$ cat src/rtl/mqsb_pkg.sv
`timescale 1ns / 1ps

package mqsb_pkg;

    // Fixed field widths
    localparam int DATA_W = 32;
    localparam int QNUM_W = 2;
    localparam int STAT_W = 2;

    // Request codes
    localparam logic OP_ENQ = 1'b0;
    localparam logic OP_DEQ = 1'b1;

    // Result status codes
    localparam logic [STAT_W-1:0] ST_OK    = 2'd0;
    localparam logic [STAT_W-1:0] ST_FULL  = 2'd1;
    localparam logic [STAT_W-1:0] ST_EMPTY = 2'd2;

    // Commands from the controller to the datapath
    typedef struct packed {
        logic accept;   // capture request, start head/tail reads
        logic look;     // decide, allocate, first memory access
        logic commit;   // link write, free list / head update
        logic load;     // move result into the output register
    } t_cmd;

endpackage

$ cat src/rtl/mqsb_ctrl.sv
`timescale 1ns / 1ps

module mqsb_ctrl (
    input  logic           i_clk,
    input  logic           i_rst_n,
    input  logic           i_valid,
    input  logic           i_out_free,
    output logic           o_ready,
    output mqsb_pkg::t_cmd o_cmd
);
    import mqsb_pkg::*;

    typedef enum logic [3:0] {
        S_IDLE   = 4'b0001,
        S_LOOK   = 4'b0010,
        S_COMMIT = 4'b0100,
        S_HOLD   = 4'b1000
    } t_state;

    t_state r_state;
    t_state n_state;

    // Next state
    always_comb begin
        n_state = r_state;
        case (r_state)
            S_IDLE: begin
                if (i_valid) n_state = S_LOOK;
            end
            S_LOOK: begin
                n_state = S_COMMIT;
            end
            S_COMMIT: begin
                n_state = i_out_free ? S_IDLE : S_HOLD;
            end
            S_HOLD: begin
                if (i_out_free) n_state = S_IDLE;
            end
            default: begin
                n_state = S_IDLE;
            end
        endcase
    end

    always_ff @(posedge i_clk) begin
        if (!i_rst_n) begin
            r_state <= S_IDLE;
        end else begin
            r_state <= n_state;
        end
    end

    // Commands; no item is taken while reset is held
    assign o_ready      = i_rst_n && (r_state == S_IDLE);
    assign o_cmd.accept = o_ready && i_valid;
    assign o_cmd.look   = (r_state == S_LOOK);
    assign o_cmd.commit = (r_state == S_COMMIT);
    assign o_cmd.load   = ((r_state == S_COMMIT) || (r_state == S_HOLD)) && i_out_free;

endmodule

$ cat src/rtl/mqsb_dpath.sv
`timescale 1ns / 1ps

module mqsb_dpath #(
    parameter int SLOTS  = 16,
    parameter int QUEUES = 4
) (
    input  logic                                 i_clk,
    input  logic                                 i_rst_n,
    input  mqsb_pkg::t_cmd                       i_cmd,
    input  logic                                 i_op,
    input  logic [mqsb_pkg::QNUM_W-1:0]          i_queue_number,
    input  logic signed [mqsb_pkg::DATA_W-1:0]   i_write_data,
    input  logic                                 i_ready,
    output logic                                 o_out_free,
    output logic                                 o_valid,
    output logic [mqsb_pkg::STAT_W-1:0]          o_status,
    output logic signed [mqsb_pkg::DATA_W-1:0]   o_read_data
);
    import mqsb_pkg::*;

    localparam int LW = $clog2(SLOTS);
    localparam int FW = $clog2(SLOTS + 1);
    localparam int QW = (QUEUES > 1) ? $clog2(QUEUES) : 1;
    localparam int XW = (QW > QNUM_W) ? QW : QNUM_W;

    // Link word: valid bit over slot number
    typedef logic [LW:0] t_link;

    // Captured request
    logic              r_op;
    logic [QNUM_W-1:0] r_q;
    logic [DATA_W-1:0] r_wdata;

    // Free list: recycled chain plus never-used region [r_fill, SLOTS)
    logic          r_free_valid;
    logic [LW-1:0] r_free_head;
    logic [FW-1:0] r_fill;

    // Per-queue state
    logic [QUEUES-1:0] r_qvalid;
    logic [LW-1:0]     r_head_mem [QUEUES];
    logic [LW-1:0]     r_tail_mem [QUEUES];
    logic [LW-1:0]     r_head_rd;
    logic [LW-1:0]     r_tail_rd;

    // Slot stores
    t_link             r_link_mem [SLOTS];
    t_link             r_link_rd;
    logic [DATA_W-1:0] r_data_mem [SLOTS];
    logic [DATA_W-1:0] r_data_rd;

    // Decision flags from the lookup cycle
    logic          r_ok;
    logic          r_was_nonempty;
    logic          r_recycled;
    logic          r_last;
    logic [LW-1:0] r_slot;

    // Output register
    logic              r_out_valid;
    logic [STAT_W-1:0] r_status;
    logic [DATA_W-1:0] r_read_data;

    // Queue indexes
    logic [XW-1:0] w_iq_ext;
    logic [XW-1:0] w_rq_ext;
    logic [QW-1:0] w_iqidx;
    logic [QW-1:0] w_qidx;
    logic          w_in_range;
    logic          w_can_alloc;
    logic [LW-1:0] w_new_slot;
    logic          w_enq_ok;
    logic          w_deq_ok;

    assign w_iq_ext    = XW'(i_queue_number);
    assign w_rq_ext    = XW'(r_q);
    assign w_iqidx     = w_iq_ext[QW-1:0];
    assign w_qidx      = w_rq_ext[QW-1:0];
    assign w_in_range  = (32'(r_q) < 32'(QUEUES));
    assign w_can_alloc = r_free_valid || (r_fill != FW'(SLOTS));
    assign w_new_slot  = r_free_valid ? r_free_head : r_fill[LW-1:0];
    assign w_enq_ok    = w_in_range && w_can_alloc;
    assign w_deq_ok    = w_in_range && r_qvalid[w_qidx];

    // Request capture
    always_ff @(posedge i_clk) begin
        if (i_cmd.accept) begin
            r_op    <= i_op;
            r_q     <= i_queue_number;
            r_wdata <= i_write_data;
        end
    end

    // Lookup decision
    always_ff @(posedge i_clk) begin
        if (i_cmd.look) begin
            r_ok           <= (r_op == OP_ENQ) ? w_enq_ok : w_deq_ok;
            r_was_nonempty <= r_qvalid[w_qidx];
            r_recycled     <= r_free_valid;
            r_last         <= (r_head_rd == r_tail_rd);
            r_slot         <= w_new_slot;
        end
    end

    // Head store: read at accept, written on enqueue to empty or on dequeue
    logic          w_head_we;
    logic [QW-1:0] w_head_addr;
    logic [LW-1:0] w_head_wdata;

    always_comb begin
        w_head_we    = 1'b0;
        w_head_addr  = i_cmd.accept ? w_iqidx : w_qidx;
        w_head_wdata = w_new_slot;
        if (i_cmd.look && (r_op == OP_ENQ) && w_enq_ok && !r_qvalid[w_qidx]) begin
            w_head_we = 1'b1;
        end
        if (i_cmd.commit && (r_op == OP_DEQ) && r_ok) begin
            w_head_we    = 1'b1;
            w_head_wdata = r_link_rd[LW-1:0];
        end
    end

    always_ff @(posedge i_clk) begin
        if (w_head_we) r_head_mem[w_head_addr] <= w_head_wdata;
        if (i_cmd.accept) r_head_rd <= r_head_mem[w_head_addr];
    end

    // Tail store: read at accept, written on enqueue
    logic w_tail_we;
    assign w_tail_we = i_cmd.look && (r_op == OP_ENQ) && w_enq_ok;

    always_ff @(posedge i_clk) begin
        if (w_tail_we) r_tail_mem[w_qidx] <= w_new_slot;
        if (i_cmd.accept) r_tail_rd <= r_tail_mem[w_iqidx];
    end

    // Link store, single port: read in lookup, write in commit
    logic          w_link_we;
    logic          w_link_re;
    logic [LW-1:0] w_link_addr;
    t_link         w_link_wdata;

    always_comb begin
        w_link_we    = 1'b0;
        w_link_re    = 1'b0;
        w_link_addr  = r_head_rd;
        w_link_wdata = {r_free_valid, r_free_head};
        if (i_cmd.look) begin
            if (r_op == OP_ENQ) begin
                w_link_re   = w_enq_ok && r_free_valid;
                w_link_addr = r_free_head;
            end else begin
                w_link_re   = w_deq_ok;
                w_link_addr = r_head_rd;
            end
        end else if (i_cmd.commit && r_ok) begin
            if (r_op == OP_ENQ) begin
                w_link_we    = r_was_nonempty;
                w_link_addr  = r_tail_rd;
                w_link_wdata = {1'b1, r_slot};
            end else begin
                w_link_we    = 1'b1;
                w_link_addr  = r_head_rd;
                w_link_wdata = {r_free_valid, r_free_head};
            end
        end
    end

    always_ff @(posedge i_clk) begin
        if (w_link_we) r_link_mem[w_link_addr] <= w_link_wdata;
        if (w_link_re) r_link_rd <= r_link_mem[w_link_addr];
    end

    // Data store, single port: write on enqueue, read on dequeue
    logic          w_data_we;
    logic          w_data_re;
    logic [LW-1:0] w_data_addr;

    assign w_data_we   = i_cmd.look && (r_op == OP_ENQ) && w_enq_ok;
    assign w_data_re   = i_cmd.look && (r_op == OP_DEQ) && w_deq_ok;
    assign w_data_addr = (r_op == OP_ENQ) ? w_new_slot : r_head_rd;

    always_ff @(posedge i_clk) begin
        if (w_data_we) r_data_mem[w_data_addr] <= r_wdata;
        if (w_data_re) r_data_rd <= r_data_mem[w_data_addr];
    end

    // Free list, fill count and queue occupancy
    always_ff @(posedge i_clk) begin
        if (!i_rst_n) begin
            r_free_valid <= 1'b0;
            r_fill       <= '0;
            r_qvalid     <= '0;
        end else begin
            if (i_cmd.look && (r_op == OP_ENQ) && w_enq_ok) begin
                r_qvalid[w_qidx] <= 1'b1;
                if (!r_free_valid) r_fill <= r_fill + FW'(1);
            end
            if (i_cmd.commit && r_ok) begin
                if (r_op == OP_ENQ) begin
                    if (r_recycled) begin
                        r_free_valid <= r_link_rd[LW];
                        r_free_head  <= r_link_rd[LW-1:0];
                    end
                end else begin
                    r_free_valid <= 1'b1;
                    r_free_head  <= r_head_rd;
                    if (r_last) r_qvalid[w_qidx] <= 1'b0;
                end
            end
        end
    end

    // Result register
    logic [STAT_W-1:0] w_res_status;
    logic [DATA_W-1:0] w_res_data;

    always_comb begin
        if (r_op == OP_ENQ) begin
            w_res_status = r_ok ? ST_OK : ST_FULL;
            w_res_data   = '0;
        end else begin
            w_res_status = r_ok ? ST_OK : ST_EMPTY;
            w_res_data   = r_ok ? r_data_rd : '1;
        end
    end

    always_ff @(posedge i_clk) begin
        if (!i_rst_n) begin
            r_out_valid <= 1'b0;
        end else if (i_cmd.load) begin
            r_out_valid <= 1'b1;
        end else if (i_ready) begin
            r_out_valid <= 1'b0;
        end
    end

    always_ff @(posedge i_clk) begin
        if (i_cmd.load) begin
            r_status    <= w_res_status;
            r_read_data <= w_res_data;
        end
    end

    assign o_out_free  = !r_out_valid || i_ready;
    assign o_valid     = r_out_valid;
    assign o_status    = r_status;
    assign o_read_data = r_read_data;

endmodule

$ cat src/rtl/multi_queue_shared_buffer.sv
`timescale 1ns / 1ps
// Channel    Direction  Handshake           Payload
// request    in         i_valid / o_ready   i_op, i_queue_number, i_write_data
// result     out        o_valid / i_ready   o_status, o_read_data
//
// One request at a time: accept with head/tail read, lookup with
// the first link/data access, commit with the link write. The result is loaded
// into the output register at the end of commit, or later while the previous
// result is still held. The single-port link store is read, then written.
// Reset clears the free-list state, fill count and queue occupancy bits at once;
// no clearing pass, the first request may follow reset directly.
// A stalled result holds in the output register; the next request is accepted
// meanwhile and waits after commit only if the result has not been taken.

module multi_queue_shared_buffer #(
    parameter int SLOTS  = 16,
    parameter int QUEUES = 4
) (
    input  logic                                 i_clk,
    input  logic                                 i_rst_n,
    input  logic                                 i_valid,
    output logic                                 o_ready,
    input  logic                                 i_op,
    input  logic [mqsb_pkg::QNUM_W-1:0]          i_queue_number,
    input  logic signed [mqsb_pkg::DATA_W-1:0]   i_write_data,
    output logic                                 o_valid,
    input  logic                                 i_ready,
    output logic [mqsb_pkg::STAT_W-1:0]          o_status,
    output logic signed [mqsb_pkg::DATA_W-1:0]   o_read_data
);
    import mqsb_pkg::*;

    t_cmd w_cmd;
    logic w_out_free;

    // Sequencer
    mqsb_ctrl u_ctrl (
        .i_clk      (i_clk),
        .i_rst_n    (i_rst_n),
        .i_valid    (i_valid),
        .i_out_free (w_out_free),
        .o_ready    (o_ready),
        .o_cmd      (w_cmd)
    );

    // Queue stores, free list and result register
    mqsb_dpath #(
        .SLOTS  (SLOTS),
        .QUEUES (QUEUES)
    ) u_dpath (
        .i_clk          (i_clk),
        .i_rst_n        (i_rst_n),
        .i_cmd          (w_cmd),
        .i_op           (i_op),
        .i_queue_number (i_queue_number),
        .i_write_data   (i_write_data),
        .i_ready        (i_ready),
        .o_out_free     (w_out_free),
        .o_valid        (o_valid),
        .o_status       (o_status),
        .o_read_data    (o_read_data)
    );

endmodule

$ cat config.mk
export PLATFORM = sky130hd
export DESIGN_NAME = multi_queue_shared_buffer
export DESIGN_NICKNAME = d
export VERILOG_FILES = /design/src/rtl/mqsb_pkg.sv /design/src/rtl/mqsb_ctrl.sv /design/src/rtl/mqsb_dpath.sv /design/src/rtl/multi_queue_shared_buffer.sv
export SDC_FILE = /design/constraint.sdc
export NUM_CORES = 1
export LEC_CHECK = 0
export ABC_AREA = 1
export BUFFER_PORTS_ARGS = -buffer_cell sky130_fd_sc_hd__buf_2
export CORE_ASPECT_RATIO = 0.6
export CORE_MARGIN = 4
export CORE_UTILIZATION = 34
export CTS_CLUSTER_SIZE = 28
export DETAILED_ROUTE_END_ITERATION = 8
export GPL_ROUTABILITY_DRIVEN = 0
export GPL_TIMING_DRIVEN = 0
export HOLD_SLACK_MARGIN = 0.15
export PLACE_DENSITY_LB_ADDON = 0.1
export SYNTH_ARGS = -nofsm -noshare
export SYNTH_HDL_FRONTEND = slang
export SYNTH_SLANG_ARGS = --single-unit
$ cat constraint.sdc
create_clock -name i_clk -period 6.5 [get_ports i_clk]
set_input_delay 0.975 -clock i_clk [delete_from_list [all_inputs] [get_ports i_clk]]
set_output_delay 0.975 -clock i_clk [all_outputs]
set_load 0.01 [all_outputs]
==> qor.csv, run 1 <==
metric;value;unit
die width;389;um
Final Cycle Share;56.3;%
hold path depth;1;
die height;237;um
ys flop type;edfxtp_1;
Rel. slew slack;35.2;%
Post-synth top cells;819 x nand2_1, 748 x edfxtp_1, 163 x nand4_1;
NumNets Final;2534;
worst r2r dst;u_dpath.r_data_mem[2][21]$_DFFE_PP_;
Mapped Area;29600;um^2
drt pass-1 iters;5;
share of layout cells above drive strength 1;13.8;%
R2R setup slack;2.84;ns
number of flops mapped to enable cells by yosys;748;
Clock Tree Buf Depth;3;
Via density;4.92;
clock power share;42.3;%
CTS Hold Bufs;0;
first-pass GRT wire length;122000;um
Tightest Pin Transition;0.972;ns
worst setup margin;2.84;ns
Final ANT Viol Nets;0;
Worst Path Max Fanout;19;
Seq. cell area;22800;um^2
H-tree levels;3;
met3 wire length;6090;um
Ports;75;
unrepaired setup endpoints after global routing;false;
top cell type's share of synthesized area;75.9;%
Peak supply drop;0.000171;V
Met2 Wirelength;33600;um
R2R cell count;10;
clock sinks;765;
die area;92000;um^2
crit path kind;flop to flop;
final setup violation count;0;
Root Driver;clkbuf_16;
I/O Buffers;72;
syn_area_per_cell;12.8;um^2
Arrival @ worst endpoint;3.99;ns
total gr overflow;0;
vias post-DR;18200;
top layer reached by signal wires;met4;
top post-synthesis cells by area;edfxtp_1 76%, nand2_1 10%, nand4_1 3.4%;
Worst-path clk slew;0.06;ns
status;finished, final reports clean;
Pins Over Slew Limit;0;
DR WL/cell;23.1;um
Hold Vio Cnt, Final;0;
Post-DP HPWL;58200;um
Crit. End Element;flop;
initial antenna violation count;0;
design area;34600;um^2
reg-to-reg startpoint;u_dpath.r_free_valid$_SDFFE_PN0P_;
number of global-route vias before repair;17400;
fraction of registers with async set/reset;0;%
drt initial violations;1831;
Mapped Nets;2356;
PD cells;309;nW/um^2
Req. time, crit path;6.83;ns
leakage power;0.0122;uW
Power Internal;8250;uW
fmax;273;MHz
Layout area overhead;16.9;%
net switching power;2430;uW
Place WS;2.82;ns
All-Layer GR Usage;18.4;%
sequential-to-total area share from yosys stat;77.0;%
Worst Setup Start Kind;flop;
post-CTS setup buffers;0;
largest net degree at the start of global routing;24;
Tmin final;3.66;ns
Switching Share;22.7;%
Synth area leader;edfxtp_1;
Starting Density;34.5;%
worst skew pair latency;0.65;ns
# resized after CTS;0;
Placeable Area;85900;um^2
Hold Path Class;flop to flop;
Worst Hold Endpoint;u_dpath.r_qvalid[2]$_SDFF_PN0_;
Comb power frac;6.3;%
Syn. warnings;0;
Hold Crit Start;u_dpath.r_last$_DFFE_PP_;
Synth Instances;2315;
met1 WL;44500;um
clk_skew;0.0272;ns
count leader, synth;nand2_1;
Synth Register Bits;765;
placed inst area;32100;um^2
Rows;83;
Yosys cell types;35;
Filler cells;7995;
max cap viols;0;
Total Routed Length;85700;um
area of the multi-input gates;5890;um^2
Num CTS Buffers;76;
Reg power frac;51.4;%
remaining routing DRC violations;0;
TritonCTS clock tree;done;
Util after Layout;40.3;%
## registers in the layout, indices dropped and copies added (netlist names), 16 cells and up
| name | flops |
|---|---|
| u_dpath.o_read_data | 32 |
| u_dpath.r_data_rd | 32 |
| u_dpath.r_head_mem | 16 |
| u_dpath.r_tail_mem | 16 |
| u_dpath.r_data_mem | 512 |
| u_dpath.r_wdata | 32 |
| u_dpath.r_link_mem | 80 |
## cells by family after synthesis
kind of cell	share of synthesized area, %
DFF	77.0
and+or+nand+nor	17.8
adders and majority gates	0.0845
AOI/OAI and AO/OA	1.45
buffers and inverters	3.56
xor gates and xnor gates	0.0592
## power groups by stage
| stage | Combinational, uW | Clock (uW) | Sequential [uW] |
|---|---|---|---|
| global placement | 653 | 0 | 5600 |
| detailed placement | 670 | 0 | 5600 |
| CTS | 673 | 4620 | 5490 |
| finish | 672 | 4520 | 5490 |
| global route | 741 | 4820 | 5490 |
| floorplan | 395 | 0 | 5570 |
## worst max path at each step
stage	from	endpoint	cells past startpoint
4_1_cts	u_dpath.r_op$_DFFE_PN_	u_dpath.r_data_mem[2][21]$_DFFE_PP_	10
6_report	u_dpath.r_free_valid$_SDFFE_PN0P_	u_dpath.r_data_mem[2][21]$_DFFE_PP_	10
5_1_grt	u_dpath.r_free_valid$_SDFFE_PN0P_	u_dpath.r_data_mem[2][21]$_DFFE_PP_	11
2_1_floorplan	i_rst_n	u_dpath.r_head_mem[0][0]$_DFFE_PP_	7
3_3_place_gp	i_rst_n	u_dpath.r_head_mem[0][0]$_DFFE_PP_	7
3_5_place_dp	i_rst_n	u_dpath.r_head_mem[0][0]$_DFFE_PP_	8
## layout by cell type (no fill, tap or decap), types with 5 or more instances in the layout
cell	count
nand2_1	819
edfxtp_1	748
nand4_1	163
buf_2	141
inv_1	128
nor2_1	116
nand3_1	91
clkbuf_16	79
o21ai_0	29
clkbuf_1	27
nor2_4	20
dfxtp_1	17
clkinv_2	16
buf_4	13
buf_12	13
clkinv_1	12
inv_2	11
buf_6	10
bufinv_16	10
a21oi_1	9
nor3_1	9
nor2_2	7
a22oi_1	7
buf_16	7
o21ai_2	5
nand3b_1	5
## critical path, cell delays in order (launching register included)
cell     delay (ns)
dfxtp_1        0.35
buf_4          0.19
nor2_1         0.20
a21oi_2        0.16
a21oi_2        0.37
inv_2          0.12
nor2_4         0.25
buf_2          0.46
inv_2          0.20
nor2_4         0.75
buf_16         0.25
## per-stage QoR
stage / cells / hold slack (ns) / total power, uW / TNS [ns]
after floorplan: 2315 / 0.444 / 5970 / 0
after global placement: 3534 / 0.462 / 6250 / -157.15
after detailed placement: 3562 / 0.466 / 6270 / 0
after CTS: 3700 / 0.442 / 10800 / 0
after global routing: 3700 / 0.460 / 11100 / 0
final: 3701 / 0.491 / 10700 / 0
## area by class of cell
cell class / count / area share, %
sequential: 765 / 65.9
clock buffer: 95 / 5.91
antenna: 1 / 0.00723
buffer: 98 / 1.54
clock inverter: 43 / 1.34
multi-input combinational: 1313 / 17.0
tap: 1147 / 4.15
timing repair buffer: 100 / 2.63
inverter: 139 / 1.51
## metal layers
metal  global-route usage [%]  vias up
li1                         -     8470
met2                     24.6      579
met5                        0        -
met4                     4.11        0
met3                     4.02       97
met1                     30.1     9056
Power figures use the tool's default switching activity.
==> inputs of run 2 (changes only) <==
==> constraint.sdc (replaced) <==
create_clock -name i_clk -period 3.3 [get_ports i_clk]
set_input_delay 0.495 -clock i_clk [delete_from_list [all_inputs] [get_ports i_clk]]
set_output_delay 0.495 -clock i_clk [all_outputs]
set_load 0.01 [all_outputs]
==> qor.csv, run 2 (synthesis results as in run 1) <==
metric;value;unit
clock power share;41.8;%
TritonCTS clock tree;done;
initial antenna violation count;0;
share of layout cells above drive strength 1;14.5;%
Min Hold Slack;0.208;ns
Req. time, crit path;3.64;ns
Reg power frac;51.7;%
number of global-route vias before repair;17800;
CP peak stage delay;0.36;ns
Switching Share;23.1;%
Root Driver;clkbuf_16;
CP Buf/Inv Count;6;
Power Internal;16100;uW
Total Routed Length;85700;um
vias post-DR;18400;
status;finished, final reports clean;
Comb power frac;6.5;%
Worst Setup Start Kind;flop;
Ports;75;
Peak supply drop;0.000312;V
DR WL/cell;22.8;um
Crit-path slowest cell;dfxtp_1;
Rel. slew slack;41.5;%
unrepaired setup endpoints after global routing;false;
net switching power;4830;uW
Clock Tree Buf Depth;3;
cell chain of the critical path;buf_4 > nor2_1 > a21oi_2 > a21oi_2 > inv_2 > nor2_2 > buf_4 > inv_1 > nor2_4 > buf_16 > buf_16;
Hold Path Class;input pin to flop;
Pins Over Slew Limit;0;
first-pass GRT wire length;123000;um
PD cells;592;nW/um^2
antenna cells;0;
Filler cells;7958;
final setup violation count;0;
kind of cell adding the most delay to the critical path;buffers and inverters;
Tightest Pin Transition;0.875;ns
largest net degree at the start of global routing;24;
leakage power;0.0125;uW
max reg flops;512;
Via density;4.90;
area of the multi-input gates;5900;um^2
hold path depth;3;
design area;35400;um^2
drt initial violations;1689;
Num CTS Buffers;76;
Hold Vio Cnt, Final;0;
All-Layer GR Usage;18.5;%
remaining routing DRC violations;0;
top flop regs;u_dpath.r_data_mem (512), u_dpath.r_link_mem (80);
Starting Density;34.5;%
die width;389;um
Placeable Area;85900;um^2
I/O Buffers;72;
die height;237;um
Crit. path cell count;11;
Layout area overhead;19.5;%
Crit. End Element;flop;
Worst-path clk slew;0.07;ns
Biggest register;u_dpath.r_data_mem;
Final Cycle Share;95.1;%
Arrival @ worst endpoint;3.48;ns
die area;92000;um^2
worst skew pair latency;0.65;ns
total gr overflow;0;
Post-DP HPWL;58800;um
crit path kind;flop to flop;
fmax;319;MHz
Rows;83;
Worst Path Max Fanout;10;
placed inst area;32300;um^2
R2R cell count;11;
max cap viols;0;
Tmin final;3.14;ns
clock sinks;765;
Seq. cell area;22800;um^2
drt pass-1 iters;5;
clk_skew;0.0234;ns
H-tree levels;3;
commonest non-fill, non-tap cell in the layout;nand2_1;
most frequent cells in the layout;818 x nand2_1, 748 x edfxtp_1, 163 x nand4_1, 140 x buf_2, 128 x inv_1;
Final ANT Viol Nets;0;
NumNets Final;2592;
==> run 2: cell types whose count changed in the layout (fill, tap and decap cells not counted), moves of 2 or more <==
cell           delta
buf_12            +6
buf_16            +8
buf_4            +10
buf_6             -6
buf_8             +4
bufinv_16         -3
clkinv_8          +2
dlygate4sd3_1    +36
==> run 2: power by group through the flow <==
stage	Sequential (uW)	Clock [uW]	Combinational [uW]
floorplan	11000	0	780
global route	10800	9370	1500
global placement	11000	0	1300
CTS	10800	8980	1360
finish	10800	8750	1360
detailed placement	11000	0	1320
==> run 2: path summary, 6_finish.rpt <==
path / slack [ns] / end / from
hold / removal: 0.21 / u_dpath.o_valid$_SDFFE_PN0P_ / i_rst_n
setup reg to reg: 0.16 / u_dpath.r_data_mem[7][12]$_DFFE_PP_ / u_dpath.r_free_valid$_SDFFE_PN0P_
setup / recovery: 0.16 / u_dpath.r_data_mem[7][12]$_DFFE_PP_ / u_dpath.r_free_valid$_SDFFE_PN0P_
hold reg to reg: 0.48 / u_dpath.r_qvalid[1]$_SDFF_PN0_ / u_dpath.r_qvalid[1]$_SDFF_PN0_
==> run 2: area by class of cell <==
class | instances | area share, %
Tap cell | 1147 | 4.06
Buffer | 98 | 1.51
Timing Repair Buffer | 158 | 4.75
Multi-Input combinational cell | 1313 | 16.7
Clock inverter | 44 | 1.20
Sequential cell | 765 | 64.5
Clock buffer | 95 | 5.82
Inverter | 139 | 1.48
==> run 2: timing repair <==
action | 4_1_cts | 5_1_grt
setup buffers | 17 | 1
pin swaps | 15 | 1
resized for setup | 0 | 2
setup endpoints to repair | 322 | 30
hold buffers | 36 | 0
endpoints found under the hold margin | 36 | 0
==> run 2: metrics by stage <==
stage          TNS (ns)  std cells  worst slack, ns  util (%)  power [uW]
2_1_floorplan         0       2315           0.0683         -       11800
3_3_place_gp   -1492.89       3534            -2.82      36.6       12300
3_5_place_dp     -41.48       3566           -0.289      37.6       12300
4_1_cts               0       3758            0.142      41.2       21200
5_1_grt               0       3759           0.0294      41.2       21700
6_report              0       3759            0.162      41.2       20900
==> run 2: layer usage <==
metal	wire [um]	part of all wire, %	track usage (%)	vias up
met5	0	0	0	-
met1	44500	52	30.3	9167
met2	33800	39	24.7	571
met4	1370	1.6	4.17	0
met3	6040	7.0	3.81	100
li1	-	-	-	8579
==> run 2: worst register-to-register path, cell delays in order (launching register included) <==
cell and delay [ns]:
dfxtp_1 0.36, buf_4 0.19, nor2_1 0.17, a21oi_2 0.14, a21oi_2 0.36, inv_2 0.12
nor2_2 0.29, buf_4 0.33, inv_1 0.24, nor2_4 0.25, buf_16 0.19, buf_16 0.18
